[src/sv/lias_pkg.sv]
// Shared types, constants and helpers for the linear-interpolation resampler.
package lias_pkg;

  localparam int PHASE_BITS  = 30;
  localparam int INTERP_BITS = 15;
  localparam int MAX_OUTPUTS = 8;
  localparam int CNT_W       = (MAX_OUTPUTS > 1) ? $clog2(MAX_OUTPUTS) : 1;
  localparam int SKIP_W      = 3;
  localparam int SAMPLE_W    = 16;
  localparam int GAIN_SHIFT  = 12;
  localparam int MUL_W       = SAMPLE_W + 1;
  localparam int PROD_W      = 2 * MUL_W;
  localparam int APB_AW      = 4;
  localparam int APB_DW      = 32;

  localparam logic [CNT_W-1:0] CNT_LAST = CNT_W'(MAX_OUTPUTS - 1);

  // register indexes, byte address = 4 * index
  localparam logic [1:0] REG_PHASE_INC = 2'd0;
  localparam logic [1:0] REG_MONO      = 2'd1;
  localparam logic [1:0] REG_VOL_L     = 2'd2;
  localparam logic [1:0] REG_VOL_R     = 2'd3;

  localparam logic [31:0] PHASE_INC_RESET = 32'h4000_0000;

  typedef struct packed {
    logic signed [SAMPLE_W-1:0] left_sample;
    logic signed [SAMPLE_W-1:0] right_sample;
  } in_word_t;

  typedef struct packed {
    logic signed [SAMPLE_W-1:0] left_out;
    logic signed [SAMPLE_W-1:0] right_out;
    logic                       last_output;
  } out_word_t;

  typedef enum logic [5:0] {
    ST_IDLE    = 6'b000001,
    ST_LERP_L  = 6'b000010,
    ST_LERP_R  = 6'b000100,
    ST_SCALE_L = 6'b001000,
    ST_SCALE_R = 6'b010000,
    ST_EMIT    = 6'b100000
  } state_t;

  // floor shift of a gain product and clamp to 16 bits
  function automatic logic signed [SAMPLE_W-1:0] sat_scale(input logic signed [PROD_W-1:0] p);
    logic signed [PROD_W-1:0] s;
    s = p >>> GAIN_SHIFT;
    if (s > PROD_W'(signed'(32'sd32767)))
      sat_scale = 16'sh7FFF;
    else if (s < -(PROD_W'(signed'(32'sd32768))))
      sat_scale = 16'sh8000;
    else
      sat_scale = s[SAMPLE_W-1:0];
  endfunction

endpackage

[src/sv/lias_mul.sv]
// Shared signed multiplier with registered product.
module lias_mul (
  input  logic                                clk,
  input  logic                                en,
  input  logic signed [lias_pkg::MUL_W-1:0]   a,
  input  logic signed [lias_pkg::MUL_W-1:0]   b,
  output logic signed [lias_pkg::PROD_W-1:0]  p
);

  always_ff @(posedge clk) begin
    if (en) begin
      p <= a * b;
    end
  end

endmodule

[src/sv/linear_interp_audio_resampler_top.sv]
// Linear-interpolation audio resampler: config port, sequencer and output register.
// A frame that is only skipped is taken without leaving idle and yields no word. A frame that
// the phase reaches yields n output words (1 to 8); each output word goes through the states
// LERP_L, LERP_R, SCALE_L, SCALE_R and EMIT: four passes through the one shared 17x17 multiplier
// (left and right interpolation, left and right gain) plus an emit step, and EMIT waits while
// the output side stalls. in_stall is high until such a frame is done.
module linear_interp_audio_resampler_top (
  input  logic                          clk,
  input  logic                          rst,
  input  logic                          in_valid,
  output logic                          in_stall,
  input  lias_pkg::in_word_t            in_data,
  output logic                          out_valid,
  input  logic                          out_stall,
  output lias_pkg::out_word_t           out_data,
  input  logic                          psel,
  input  logic                          penable,
  input  logic                          pwrite,
  input  logic [lias_pkg::APB_AW-1:0]   paddr,
  input  logic [lias_pkg::APB_DW-1:0]   pwdata,
  output logic [lias_pkg::APB_DW-1:0]   prdata,
  output logic                          pready
);

  // configuration
  logic [31:0]                               phase_inc;
  logic                                      mono;
  logic signed [lias_pkg::SAMPLE_W-1:0]      vol_l;
  logic signed [lias_pkg::SAMPLE_W-1:0]      vol_r;

  // stream state
  lias_pkg::state_t                          state;
  logic signed [lias_pkg::SAMPLE_W-1:0]      prev_l;
  logic signed [lias_pkg::SAMPLE_W-1:0]      prev_r;
  logic signed [lias_pkg::SAMPLE_W-1:0]      cur_l;
  logic signed [lias_pkg::SAMPLE_W-1:0]      cur_r;
  logic [lias_pkg::PHASE_BITS-1:0]           phase;
  logic [lias_pkg::SKIP_W-1:0]               skip;
  logic [lias_pkg::CNT_W-1:0]                cnt;
  logic signed [lias_pkg::SAMPLE_W-1:0]      sl;
  logic signed [lias_pkg::SAMPLE_W-1:0]      sr;
  logic signed [lias_pkg::SAMPLE_W-1:0]      res_l;

  logic                                      cfg_wr;
  logic                                      in_go;
  logic [lias_pkg::SKIP_W-1:0]               skip_eff;
  logic [lias_pkg::SKIP_W-1:0]               skip_dec;
  logic                                      emit_go;
  logic [lias_pkg::PHASE_BITS+2:0]           acc;
  logic [lias_pkg::SKIP_W-1:0]               carry;
  logic                                      last_flag;

  logic                                      mul_en;
  logic signed [lias_pkg::MUL_W-1:0]         mul_a;
  logic signed [lias_pkg::MUL_W-1:0]         mul_b;
  logic signed [lias_pkg::PROD_W-1:0]        prod;
  logic signed [lias_pkg::MUL_W-1:0]         diff_l;
  logic signed [lias_pkg::MUL_W-1:0]         diff_r;
  logic signed [lias_pkg::MUL_W-1:0]         frac_op;
  logic signed [lias_pkg::PROD_W-1:0]        prod_sh;
  logic signed [lias_pkg::SAMPLE_W+1:0]      lerp_l;
  logic signed [lias_pkg::SAMPLE_W+1:0]      lerp_r;

  // ---------------- configuration port ----------------
  assign pready = 1'b1;
  assign cfg_wr = psel & penable & pwrite;

  always_ff @(posedge clk) begin
    if (rst) begin
      phase_inc <= lias_pkg::PHASE_INC_RESET;
      mono      <= 1'b0;
      vol_l     <= '0;
      vol_r     <= '0;
    end else if (cfg_wr) begin
      unique case (paddr[3:2])
        lias_pkg::REG_PHASE_INC: phase_inc <= pwdata;
        lias_pkg::REG_MONO:      mono      <= pwdata[0];
        lias_pkg::REG_VOL_L:     vol_l     <= pwdata[lias_pkg::SAMPLE_W-1:0];
        lias_pkg::REG_VOL_R:     vol_r     <= pwdata[lias_pkg::SAMPLE_W-1:0];
      endcase
    end
  end

  always_comb begin
    unique case (paddr[3:2])
      lias_pkg::REG_PHASE_INC: prdata = phase_inc;
      lias_pkg::REG_MONO:      prdata = {31'd0, mono};
      lias_pkg::REG_VOL_L:     prdata = {16'd0, vol_l};
      lias_pkg::REG_VOL_R:     prdata = {16'd0, vol_r};
    endcase
  end

  // ---------------- shared multiplier ----------------
  assign diff_l  = {cur_l[lias_pkg::SAMPLE_W-1], cur_l} - {prev_l[lias_pkg::SAMPLE_W-1], prev_l};
  assign diff_r  = {cur_r[lias_pkg::SAMPLE_W-1], cur_r} - {prev_r[lias_pkg::SAMPLE_W-1], prev_r};
  assign frac_op = lias_pkg::MUL_W'(phase[lias_pkg::PHASE_BITS-1:
                                          lias_pkg::PHASE_BITS-lias_pkg::INTERP_BITS]);

  always_comb begin
    mul_en = 1'b1;
    unique case (state)
      lias_pkg::ST_LERP_L: begin
        mul_a = diff_l;
        mul_b = frac_op;
      end
      lias_pkg::ST_LERP_R: begin
        mul_a = diff_r;
        mul_b = frac_op;
      end
      lias_pkg::ST_SCALE_L: begin
        mul_a = {vol_l[lias_pkg::SAMPLE_W-1], vol_l};
        mul_b = {sl[lias_pkg::SAMPLE_W-1], sl};
      end
      lias_pkg::ST_SCALE_R: begin
        mul_a = {vol_r[lias_pkg::SAMPLE_W-1], vol_r};
        mul_b = {sr[lias_pkg::SAMPLE_W-1], sr};
      end
      default: begin
        // idle and emit: keep the right-channel gain product
        mul_en = 1'b0;
        mul_a  = '0;
        mul_b  = '0;
      end
    endcase
  end

  lias_mul u_mul (
    .clk (clk),
    .en  (mul_en),
    .a   (mul_a),
    .b   (mul_b),
    .p   (prod)
  );

  assign prod_sh = prod >>> lias_pkg::INTERP_BITS;
  assign lerp_l  = {{2{prev_l[lias_pkg::SAMPLE_W-1]}}, prev_l} + prod_sh[lias_pkg::SAMPLE_W+1:0];
  assign lerp_r  = {{2{prev_r[lias_pkg::SAMPLE_W-1]}}, prev_r} + prod_sh[lias_pkg::SAMPLE_W+1:0];

  // ---------------- sequencer ----------------
  assign in_stall = (state != lias_pkg::ST_IDLE);
  assign in_go    = in_valid & ~in_stall;
  assign skip_eff = (skip == '0) ? lias_pkg::SKIP_W'(1) : skip;
  assign skip_dec = skip_eff - lias_pkg::SKIP_W'(1);

  assign acc       = {3'b000, phase} + {1'b0, phase_inc};
  assign carry     = acc[lias_pkg::PHASE_BITS+2:lias_pkg::PHASE_BITS];
  assign last_flag = (carry != '0) || (cnt == lias_pkg::CNT_LAST);
  assign emit_go   = (state == lias_pkg::ST_EMIT) && (!out_valid || !out_stall);

  always_ff @(posedge clk) begin
    if (rst) begin
      state  <= lias_pkg::ST_IDLE;
      prev_l <= '0;
      prev_r <= '0;
      phase  <= '0;
      skip   <= lias_pkg::SKIP_W'(1);
      cnt    <= '0;
    end else begin
      unique case (state)
        lias_pkg::ST_IDLE: begin
          if (in_go) begin
            if (skip_dec != '0) begin
              skip   <= skip_dec;
              prev_l <= in_data.left_sample;
              prev_r <= in_data.right_sample;
            end else begin
              skip  <= '0;
              cnt   <= '0;
              state <= lias_pkg::ST_LERP_L;
            end
          end
        end
        lias_pkg::ST_LERP_L:  state <= lias_pkg::ST_LERP_R;
        lias_pkg::ST_LERP_R:  state <= lias_pkg::ST_SCALE_L;
        lias_pkg::ST_SCALE_L: state <= lias_pkg::ST_SCALE_R;
        lias_pkg::ST_SCALE_R: state <= lias_pkg::ST_EMIT;
        lias_pkg::ST_EMIT: begin
          if (emit_go) begin
            phase <= acc[lias_pkg::PHASE_BITS-1:0];
            cnt   <= cnt + lias_pkg::CNT_W'(1);
            // cap hit inside the interval: move on to the next frame
            skip  <= (carry == '0) ? lias_pkg::SKIP_W'(1) : carry;
            if (last_flag) begin
              prev_l <= cur_l;
              prev_r <= cur_r;
              state  <= lias_pkg::ST_IDLE;
            end else begin
              state  <= lias_pkg::ST_LERP_L;
            end
          end
        end
      endcase
    end
  end

  // datapath registers
  always_ff @(posedge clk) begin
    if (in_go) begin
      cur_l <= in_data.left_sample;
      cur_r <= in_data.right_sample;
    end
    if (state == lias_pkg::ST_LERP_R) begin
      sl <= lerp_l[lias_pkg::SAMPLE_W-1:0];
    end
    if (state == lias_pkg::ST_SCALE_L) begin
      sr <= mono ? sl : lerp_r[lias_pkg::SAMPLE_W-1:0];
    end
    if (state == lias_pkg::ST_SCALE_R) begin
      res_l <= lias_pkg::sat_scale(prod);
    end
  end

  // ---------------- output register ----------------
  always_ff @(posedge clk) begin
    if (rst) begin
      out_valid <= 1'b0;
    end else if (emit_go) begin
      out_valid <= 1'b1;
    end else if (!out_stall) begin
      out_valid <= 1'b0;
    end
  end

  always_ff @(posedge clk) begin
    if (emit_go) begin
      out_data.left_out    <= res_l;
      out_data.right_out   <= lias_pkg::sat_scale(prod);
      out_data.last_output <= last_flag;
    end
  end

  // ---------------- assertions ----------------
  a_last_ends_frame: assert property (@(posedge clk) disable iff (rst)
    (emit_go && last_flag) |=> (state == lias_pkg::ST_IDLE && skip != '0))
    else $error("last word did not end the frame");

  a_phase_moves_on_emit: assert property (@(posedge clk) disable iff (rst)
    !emit_go |=> $stable(phase))
    else $error("phase changed without an output word");

  a_cap_forces_last: assert property (@(posedge clk) disable iff (rst)
    (emit_go && cnt == lias_pkg::CNT_LAST) |=> out_data.last_output)
    else $error("output cap reached without last mark");

  a_idle_no_pending_skip_zero: assert property (@(posedge clk) disable iff (rst)
    (state == lias_pkg::ST_IDLE && $past(state) == lias_pkg::ST_EMIT) |-> skip != '0)
    else $error("frame closed with a zero skip count");

endmodule

[config.mk]
export PLATFORM = sky130hd
export DESIGN_NAME = linear_interp_audio_resampler_top
export DESIGN_NICKNAME = d
export VERILOG_FILES = /design/src/sv/lias_pkg.sv /design/src/sv/lias_mul.sv /design/src/sv/linear_interp_audio_resampler_top.sv
export SDC_FILE = /design/constraint.sdc
export NUM_CORES = 1
export LEC_CHECK = 0
export BUFFER_PORTS_ARGS = -buffer_cell sky130_fd_sc_hd__buf_4
export CORE_ASPECT_RATIO = 1.2
export CORE_MARGIN = 5
export CORE_UTILIZATION = 30
export DETAILED_ROUTE_END_ITERATION = 8
export PLACE_DENSITY = 0.44
export SETUP_SLACK_MARGIN = 0.5
export SYNTH_ARGS = -nofsm -noshare
export SYNTH_HDL_FRONTEND = slang
export SYNTH_SLANG_ARGS = --single-unit
export TNS_END_PERCENT = 50
[constraint.sdc]
create_clock -name clk -period 8.94 [get_ports clk]
set_clock_uncertainty 0.05 [all_clocks]
set_input_delay 0.894 -clock clk [delete_from_list [all_inputs] [get_ports clk]]
set_output_delay 0.894 -clock clk [all_outputs]
set_load 0.02 [all_outputs]
* Yosys cells after proc, flatten, opt, wreduce, memory -nomap -nowiden
Index checks and enable logic that the tools add are counted.
** Cells by class
- Multiplexer cells :: 34
- $add $sub $neg :: 7
- Eq/ne operators :: 17
- Reductions and logical operators :: 22
- Multiply operators :: 1
- Magnitude comparators :: 2
- Bitwise gates (word level) :: 4
** Operators by type and width (count)
- 16-bit 2-to-1 mux :: 11
- 32-bit case mux with 4 select lines :: 1
- 17-bit case mux with 4 select lines :: 1
- 16-bit case mux with 2 select lines :: 2
- 17-bit case mux with 3 select lines :: 1
- 6-bit case mux with 6 select lines :: 1
- 17-bit by 17-bit multiplier with 34-bit output :: 1
- 16-bit by 16-bit subtractor with 17-bit output :: 2
- 30-bit by 32-bit adder with 33-bit output :: 1
- 16-bit adder :: 2
- 3-bit 2-to-1 mux :: 8
- 22-bit by 16-bit > comparator with 1-bit output, second input constant :: 1
- 22-bit by 16-bit < comparator with 1-bit output, second input constant :: 1
- 6-bit 2-to-1 mux :: 3
- 3-bit case mux with 2 select lines :: 2
- 2-bit inequality test, second input constant :: 5
- 2-bit AND reduction :: 5
- 6-bit by 1-bit == test with 1-bit output, second input constant :: 1
- 6-bit by 2-bit == test with 1-bit output, second input constant :: 1
- 6-bit by 3-bit == test with 1-bit output, second input constant :: 1
- 6-bit by 4-bit == test with 1-bit output, second input constant :: 1
- 6-bit by 5-bit == test with 1-bit output, second input constant :: 1
- 6-bit == test, second input constant :: 1
- 3-bit logical NOT :: 2
- 22 further kinds :: 31
** Storage, ports and cells
- Register bits :: 287
- Bits of input ports :: 75
- Output and inout port bits :: 68
- Logic and storage cells :: 107

* Depth between registers and ports, before layout
Gate-level depths: netlist of the first run.
- Depth in word-level cells :: 7
- Mapped depth :: 36
- Depth with buffers taken out :: 34

* Hierarchy
From an unflattened synthesis of the first run, not the netlist that was laid out.
** Second synthesis, totals
- Cell total of the unflattened synthesis :: 2820
- Area, all modules :: 26688.1 sq um
** Modules (own cells, without submodules)
- linear_interp_audio_resampler_top :: area each 14533.9 sq um, cells an instance 1568, sequential area each 6195.9 sq um, instances 1
- lias_mul :: area each 12154.2 sq um, cells an instance 1252, sequential area each 1021.0 sq um, instances 1

* Worst setup path before layout of the first run
No wires, ideal clock.
- Path type :: register -> register
- Start :: register cur_r[0] (netlist bit)
- End :: register u_mul.p[31] (netlist bit) (data pin)
- Required time :: 8621 ps
- Period minus slack after synthesis :: 8416 ps
- Arrival :: 8097 ps
- Setup slack :: 524 ps
- Stages on the path, launching flop included :: 35
- Setup time :: 269 ps
- Buffers on the path :: 2
- Path through :: edfxtp_1 > inv_1 > ha_1 > fa_1 > nor2b_1 > o21ai_0 > a21boi_0 > o211ai_1 > a21oi_1 > o21a_1 > o31a_1 > o211a_1 > clkbuf_1 > clkbuf_1 > a21oi_1 > fa_1 > inv_1 > fa_1 > inv_1 > fa_1 > fa_1 > fa_1 > inv_1 > fa_1 > inv_1 > ha_1 > a21o_1 > a21o_1 > a21o_1 > a21o_1 > a21oi_1 > nor2_1 > a211oi_1 > o31ai_1 > xor2_1
** On the way
- Cells in the longest elaborated chain, start to end :: 3
** RTL lines
- start: declaration :: line linear_interp_audio_resampler_top.sv:36 : logic signed [lias_pkg::SAMPLE_W-1:0] cur_r;
- start signal: assignment :: line linear_interp_audio_resampler_top.sv:200 : cur_r <= in_data.right_sample;
- 16-bit by 16-bit subtractor with 17-bit output :: line linear_interp_audio_resampler_top.sv:95 : assign diff_r = {cur_r[lias_pkg::SAMPLE_W-1], cur_r} - {prev_r[lias_pkg::SAMPLE_W-1], prev_r};
- 17-bit case mux with 4 select lines :: line linear_interp_audio_resampler_top.sv:101 : unique case (state)
- 17-bit by 17-bit multiplier with 34-bit output :: line lias_mul.sv:12 : p <= a * b;
- end signal: assignment :: line lias_mul.sv:12
- end: declaration :: line lias_mul.sv:7 : output logic signed [lias_pkg::PROD_W-1:0] p
Every way passes these cells.
A chain may end at the register's enable or synchronous reset.

* Final worst setup path of the first run
- Start :: register cur_l[0] (netlist bit)
- End :: register u_mul.p[30] (netlist bit) (data pin)
** On the way
- Cells in the longest elaborated chain, start to end :: 3
** RTL lines
- start: declaration :: line linear_interp_audio_resampler_top.sv:35 : logic signed [lias_pkg::SAMPLE_W-1:0] cur_l;
- start signal: assignment :: line linear_interp_audio_resampler_top.sv:199 : cur_l <= in_data.left_sample;
- 16-bit by 16-bit subtractor with 17-bit output :: line linear_interp_audio_resampler_top.sv:94 : assign diff_l = {cur_l[lias_pkg::SAMPLE_W-1], cur_l} - {prev_l[lias_pkg::SAMPLE_W-1], prev_l};
- 17-bit case mux with 4 select lines :: line linear_interp_audio_resampler_top.sv:101
- 17-bit by 17-bit multiplier with 34-bit output :: line lias_mul.sv:12
Every way passes these cells.

==> results.cfg, run 1 <==
[floorplanning]
die_area_um2 = 92600
initial_core_util_pct = 30.2
core_area_um2 = 86100
fp-row-count = 118
ios = 143
die_w_um = 279
die_y_um = 332

[detailed_routing]
drtPass1Iterations = 6
drt_iter0_drc = 1347
viasPerCell = 4.99
drc = 0
wl_per_cell_um = 20.8
wl_mm = 87.4
vias = 20949
ant_nets = 0

[sta]
fin_ws_ps = 709
setup_viol = 0
fin_setup_tns_ps = 0
hold_violations = 0
hold_ws_ps = 363
relSlewSlack_pct = 36.1
finalCriticalPeriod_ps = 8230
rsz0062_at_grt = yes
tightestPinTransition_ps = 957
period_share_pct = 92.1
max_freq_ghz = 0.121
drv_slew = 0

[power_and_ir_drop]
power.internal_w = 0.00244
p_comb_share_pct = 18.3
ir_worst_vdd_v = 0.000104
p_per_area_nw_per_um2 = 111
p_sw_w = 0.000987
power_frac_seq_pct = 41.1
swShare_pct = 28.8
clockPowerShare_pct = 40.6
leakagePower_nw = 13.3

[final_layout]
nets = 3580
fillers = 8777
layout_commonest_cell = nand2_1
area_growth_pct = 18.9
drive_gt1_share_pct = 17.5
final_cell_mix = nand2_1 (399), inv_1 (383), fa_1 (287), buf_4 (260), nor2_1 (231)

[placed_design]
globalplace.congestion = 0.911
portBuffers = 139
hpwlAfterDp_mm = 70.0
dp_slack_ps = 172

[setup_path]
crit_type = reg2reg
worstPathArrival_ps = 8470
path_common_cell = fa_1
cpPeakStageDelay_ps = 550
startpoint_type = register
end_kind = register
path_delay_family = adder cells
critPathSlowestCell = fa_2
cp.buffers_inverters = 7
required_ps = 9180
crit_fanout = 7

[logic_synthesis]
yosys.area.top_type = fa_1
synth_area_um2 = 26000
ys.flop_type = dfxtp_1
postSynth.asyncResetShare_pct = 0
synth-warning-count = 0
netlist_instances = 2842
syn_nets = 3394
synthTopCellsByArea = fa_1 (23%), edfxtp_1 (16%), dfxtp_1 (11%), ha_1 (8.5%), nand2_1 (5.8%)
yosysSeqAreaShare_pct = 26.4
synth_edf_count = 135
avgSynthCellArea_um2 = 9.14
synth.distinct_cells = 81
synth_top_area_share_pct = 23.2
synth-seq-cells = 275

[clock_network]
cts_tree = yes
cts_max_level = 2
cts_sinks = 275
max-clock-path-buffers = 3
clk_latency_ps = 550
numCtsBuffers = 34
clkSlewWorstSetupHoldPaths_ps = 80
cts-root-buf = clkbuf_16
cts_hold_buf = 0

[global_route]
grtUsageTotal_pct = 18.5
grt_overflow = 0
grt_pass1_wl_mm = 133
grt_pass1_vias = 21566
antenna_found_initial = 1
grt_max_degree = 67

[run_status]
status = completed

[job]
cap_violations = 0

[hold_path]
min_path_type = reg2reg
==> registers in the layout, indices dropped and copies added, names as in the netlist, 3 cells and up <==
name       cells
prev_l        16
out_data      33
cnt            3
phase         30
prev_r        16
sl            16
sr            16
vol_r         16
state          6
vol_l         16
u_mul.p       22
phase_inc     32
res_l         16
cur_r         16
skip           3
cur_l         16
==> kinds of logic after synthesis <==
family	count (synthesis)	share of synthesized area, %
and+or+nand+nor	895	15.5
AOI/OAI and AO/OA	564	14.8
buffers and inverters	521	7.74
adders and majority gates	477	31.7
DFF	275	26.4
xor gates and xnor gates	85	2.87
muxes	24	1.06
other	1	0.0144
==> Yosys cell counts, drive strengths merged (11+ instances only) <==
| master | n |
|---|---|
| mux2 | 17 |
| a311oi | 35 |
| nor2b | 14 |
| o21a | 36 |
| nand4 | 12 |
| a21o | 34 |
| nand3 | 36 |
| xor2 | 25 |
| o211ai | 11 |
| fa | 301 |
| and3 | 15 |
| a22o | 22 |
| ha | 176 |
| nor3 | 40 |
| a31oi | 13 |
| nor2 | 233 |
| dfxtp | 140 |
| a211oi | 17 |
| nand2b | 24 |
| nor4 | 11 |
| edfxtp | 135 |
| xnor2 | 60 |
| buf | 28 |
| or3 | 11 |
| and2 | 35 |
| o21ai | 76 |
| a21oi | 228 |
| a22oi | 11 |
| clkbuf | 99 |
| or2 | 25 |
| inv | 391 |
| nand2 | 400 |
==> layer usage <==
metal  part of all wire (%)  vias to the layer above  global-route usage [%]
li1                       -                     9840                       -
met4                    2.2                        0                    3.89
met5                      0                        -                       0
met1                     45                    10554                    25.2
met2                     49                      461                    31.9
met3                    4.2                       94                    2.09
==> timing repair <==
item | 4_1_cts | 5_1_grt
endpoints found under the hold margin | 0 | 0
resized for setup | 22 | 133
setup endpoints to repair | 14 | 17
cloned | 0 | 0
setup buffers | 2 | 23
pin swaps | 2 | 88
==> power groups by stage <==
stage                     Clock [W]  Sequential (W)  Combinational, W
after global placement            0         0.00144          0.000546
after global routing        0.00148         0.00141          0.000673
after detailed placement          0         0.00144          0.000555
after floorplan                   0         0.00141          0.000337
after CTS                   0.00143         0.00141          0.000565
final                       0.00139         0.00141          0.000626
==> final timing paths <==
| check | startpoint | to | slack (ps) | cells after the start |
|---|---|---|---|---|
| max | cur_l[0]$_DFFE_PP_ | u_mul.p[30]$_DFFE_PN_ | 710 | 32 |
| min reg2reg | res_l[12]$_DFFE_PN_ | out_data[29]$_DFFE_PP_ | 360 | 0 |
| max reg2reg | cur_l[0]$_DFFE_PP_ | u_mul.p[30]$_DFFE_PN_ | 710 | 32 |
| min | res_l[12]$_DFFE_PN_ | out_data[29]$_DFFE_PP_ | 360 | 0 |
==> per-stage QoR <==
step	cells	total power [W]	utilization, %	area, um2
2_1_floorplan	2842	0.00175	-	26000
3_3_place_gp	4107	0.00198	33.6	28900
3_5_place_dp	4107	0.00199	33.6	28900
4_1_cts	4171	0.00341	34.9	30100
5_1_grt	4194	0.00357	35.9	30900
6_report	4196	0.00343	35.9	30900
==> layout make-up <==
class	count	area [um2]	share of cell area (%)
tap	1140	1430	4.62
sequential	275	6870	22.3
antenna	2	5.00	0.0162
inverter	394	1480	4.79
clock inverter	10	98.8	0.320
clock buffer	52	1000	3.25
timing repair buffer	277	2230	7.24
multi-input combinational	2046	17700	57.5
(Power assumes the default switching activity.)
==> run 2: changes to the inputs <==
--- a/config.mk
+++ b/config.mk
@@ -9,6 +9,7 @@
 export CORE_ASPECT_RATIO = 1.2
 export CORE_MARGIN = 5
 export CORE_UTILIZATION = 30
+export CTS_BUF_LIST = sky130_fd_sc_hd__clkbuf_16
 export DETAILED_ROUTE_END_ITERATION = 8
 export PLACE_DENSITY = 0.44
 export SETUP_SLACK_MARGIN = 0.5
==> run 2 against run 1 <==
  * Hold slack improved by 1.6 ps
  * Critical endpoint unchanged
  * Combinational power about the same
  * Largest cell class unchanged
  * Die area unchanged
  * Total power decreased by 0.87%
==> results.cfg, run 2 (same netlist as run 1, synthesis figures left out) <==
[clock_network]
cts_sinks = 275
cts-root-buf = clkbuf_16
numCtsBuffers = 34
cts_tree = yes
clk_latency_ps = 550
max-clock-path-buffers = 3
clkSlewWorstSetupHoldPaths_ps = 80
cts_max_level = 2

[final_layout]
finalInstanceArea_um2 = 30800
reg_top3 = out_data (33), phase_inc (32), phase (30)
largest_register_ffs = 33
final_core_util_pct = 35.8
fillers = 8782
drive_gt1_share_pct = 17.4
regMostFlops = out_data
nets = 3580
layout_commonest_cell = nand2_1
finalNonFillerCells = 4195
final_cell_mix = nand2_1 (399), inv_1 (396), fa_1 (287), buf_4 (260), nor2_1 (231)
area_growth_pct = 18.8

[global_route]
grt_max_degree = 67
grt_pass1_wl_mm = 134
grt_overflow = 0
antenna_found_initial = 1
grt_pass1_vias = 21566
grtUsageTotal_pct = 18.5

[sta]
rsz0062_at_grt = yes
drv_slew = 0
fin_setup_tns_ps = 0
relSlewSlack_pct = 34.3
hold_ws_ps = 364
setup_viol = 0
tightestPinTransition_ps = 983
finalCriticalPeriod_ps = 8230
period_share_pct = 92.0
max_freq_ghz = 0.122
hold_violations = 0

[hold_path]
min_path_type = reg2reg
hp-start = res_l[12]$_DFFE_PN_
hold_path_end = out_data[29]$_DFFE_PP_
holdPathStages = 0

[placed_design]
placed_cells = 4107
globalplace.congestion = 0.911
hpwlAfterDp_mm = 70.0
portBuffers = 139
placed_cell_area_um2 = 28900

[run_status]
status = completed

[setup_path]
cpPeakStageDelay_ps = 550
ff2ff_setup_slack_ps = 710
crit_type = reg2reg
worstRegToRegCells = 32
path_common_cell = fa_1
r2r-start = cur_l[0]$_DFFE_PP_
reg2reg_to = u_mul.p[30]$_DFFE_PN_
required_ps = 9180
crit_fanout = 7
critPathSlowestCell = fa_2
startpoint_type = register
worstPathArrival_ps = 8470
end_kind = register

[floorplanning]
die_w_um = 279
ios = 143
core_area_um2 = 86100
die_y_um = 332
fp-row-count = 118
die_area_um2 = 92600
initial_core_util_pct = 30.2

[power_and_ir_drop]
leakagePower_nw = 13.4
p_per_area_nw_per_um2 = 110
ir_worst_vdd_v = 0.000103

[job]
cap_violations = 0

[detailed_routing]
drt_iter0_drc = 1321
drtPass1Iterations = 5
wl_mm = 87.5
drc = 0
vias = 20977
wl_per_cell_um = 20.9
ant_nets = 0
viasPerCell = 5.00
[run 2: changes by cell type in the layout (fill, tap and decap cells not counted), sizes merged]
cell,previous run,this run
clkinv,9,11
clkbuf,54,39
diode,2,1
inv,392,405
[run 2: worst max-delay path by stage]
stage | startpoint | end | cells after the start
floorplan | cur_r[0]$_DFFE_PP_ | u_mul.p[31]$_DFFE_PN_ | 34
global placement | cur_l[0]$_DFFE_PP_ | u_mul.p[31]$_DFFE_PN_ | 33
detailed placement | cur_l[0]$_DFFE_PP_ | u_mul.p[31]$_DFFE_PN_ | 33
CTS | prev_l[1]$_SDFFE_PP0P_ | u_mul.p[19]$_DFFE_PN_ | 32
global route | cur_l[0]$_DFFE_PP_ | u_mul.p[30]$_DFFE_PN_ | 34
finish | cur_l[0]$_DFFE_PP_ | u_mul.p[30]$_DFFE_PN_ | 32
[run 2: repair_timing]
item | CTS | global route
pin swaps | 2 | 88
gates resized for setup | 22 | 133
endpoints found under the setup margin | 14 | 17
hold buffers | 0 | 0
buffers inserted | 2 | 23
[run 2: final cells by class]
| type | instances | area (um2) | share of cell area, % |
|---|---|---|---|
| diodes | 1 | 2.50 | 0.00811 |
| clock buffers | 37 | 926 | 3.00 |
| clock inverters | 25 | 155 | 0.503 |
| inverters | 394 | 1480 | 4.80 |
| multi-input cells | 2046 | 17700 | 57.5 |
| flip-flops and latches | 275 | 6870 | 22.3 |
| well taps | 1140 | 1430 | 4.62 |
| repair buffers | 277 | 2230 | 7.24 |
[run 2: per-layer routing]
metal	vias up	global-route usage (%)	routed length (um)	share of wire [%]
li1	9843	-	-	-
met1	10549	25.2	39100	45
met2	490	31.9	42700	49
met3	95	2.09	3740	4.3
met4	0	3.89	1910	2.2
met5	-	0	0	0
[run 2: critical path, delay by kind of cell (launching register included)]
kind / cells / cell delay, ps
and+or+nand+nor: 4 / 590
adders and majority gates: 9 / 3880
DFF: 1 / 360
xor gates and xnor gates: 1 / 140
buffers and inverters: 7 / 730
AOI/OAI and AO/OA: 11 / 2230
[run 2: power breakdown]
group | total (W) | leakage, nW | switching, W | internal [W]
registers | 0.00141 | 2.39 | 0.0000447 | 0.00137
clock network | 0.00136 | 0.577 | 0.000563 | 0.000799
logic | 0.000627 | 10.4 | 0.000381 | 0.000246
[run 2: metrics by stage]
stage / total power (W) / worst slack, ps
finish: 0.00340 / 714
global route: 0.00354 / 428
CTS: 0.00338 / 494
detailed placement: 0.00199 / 172
global placement: 0.00198 / 117
floorplan: 0.00175 / 524
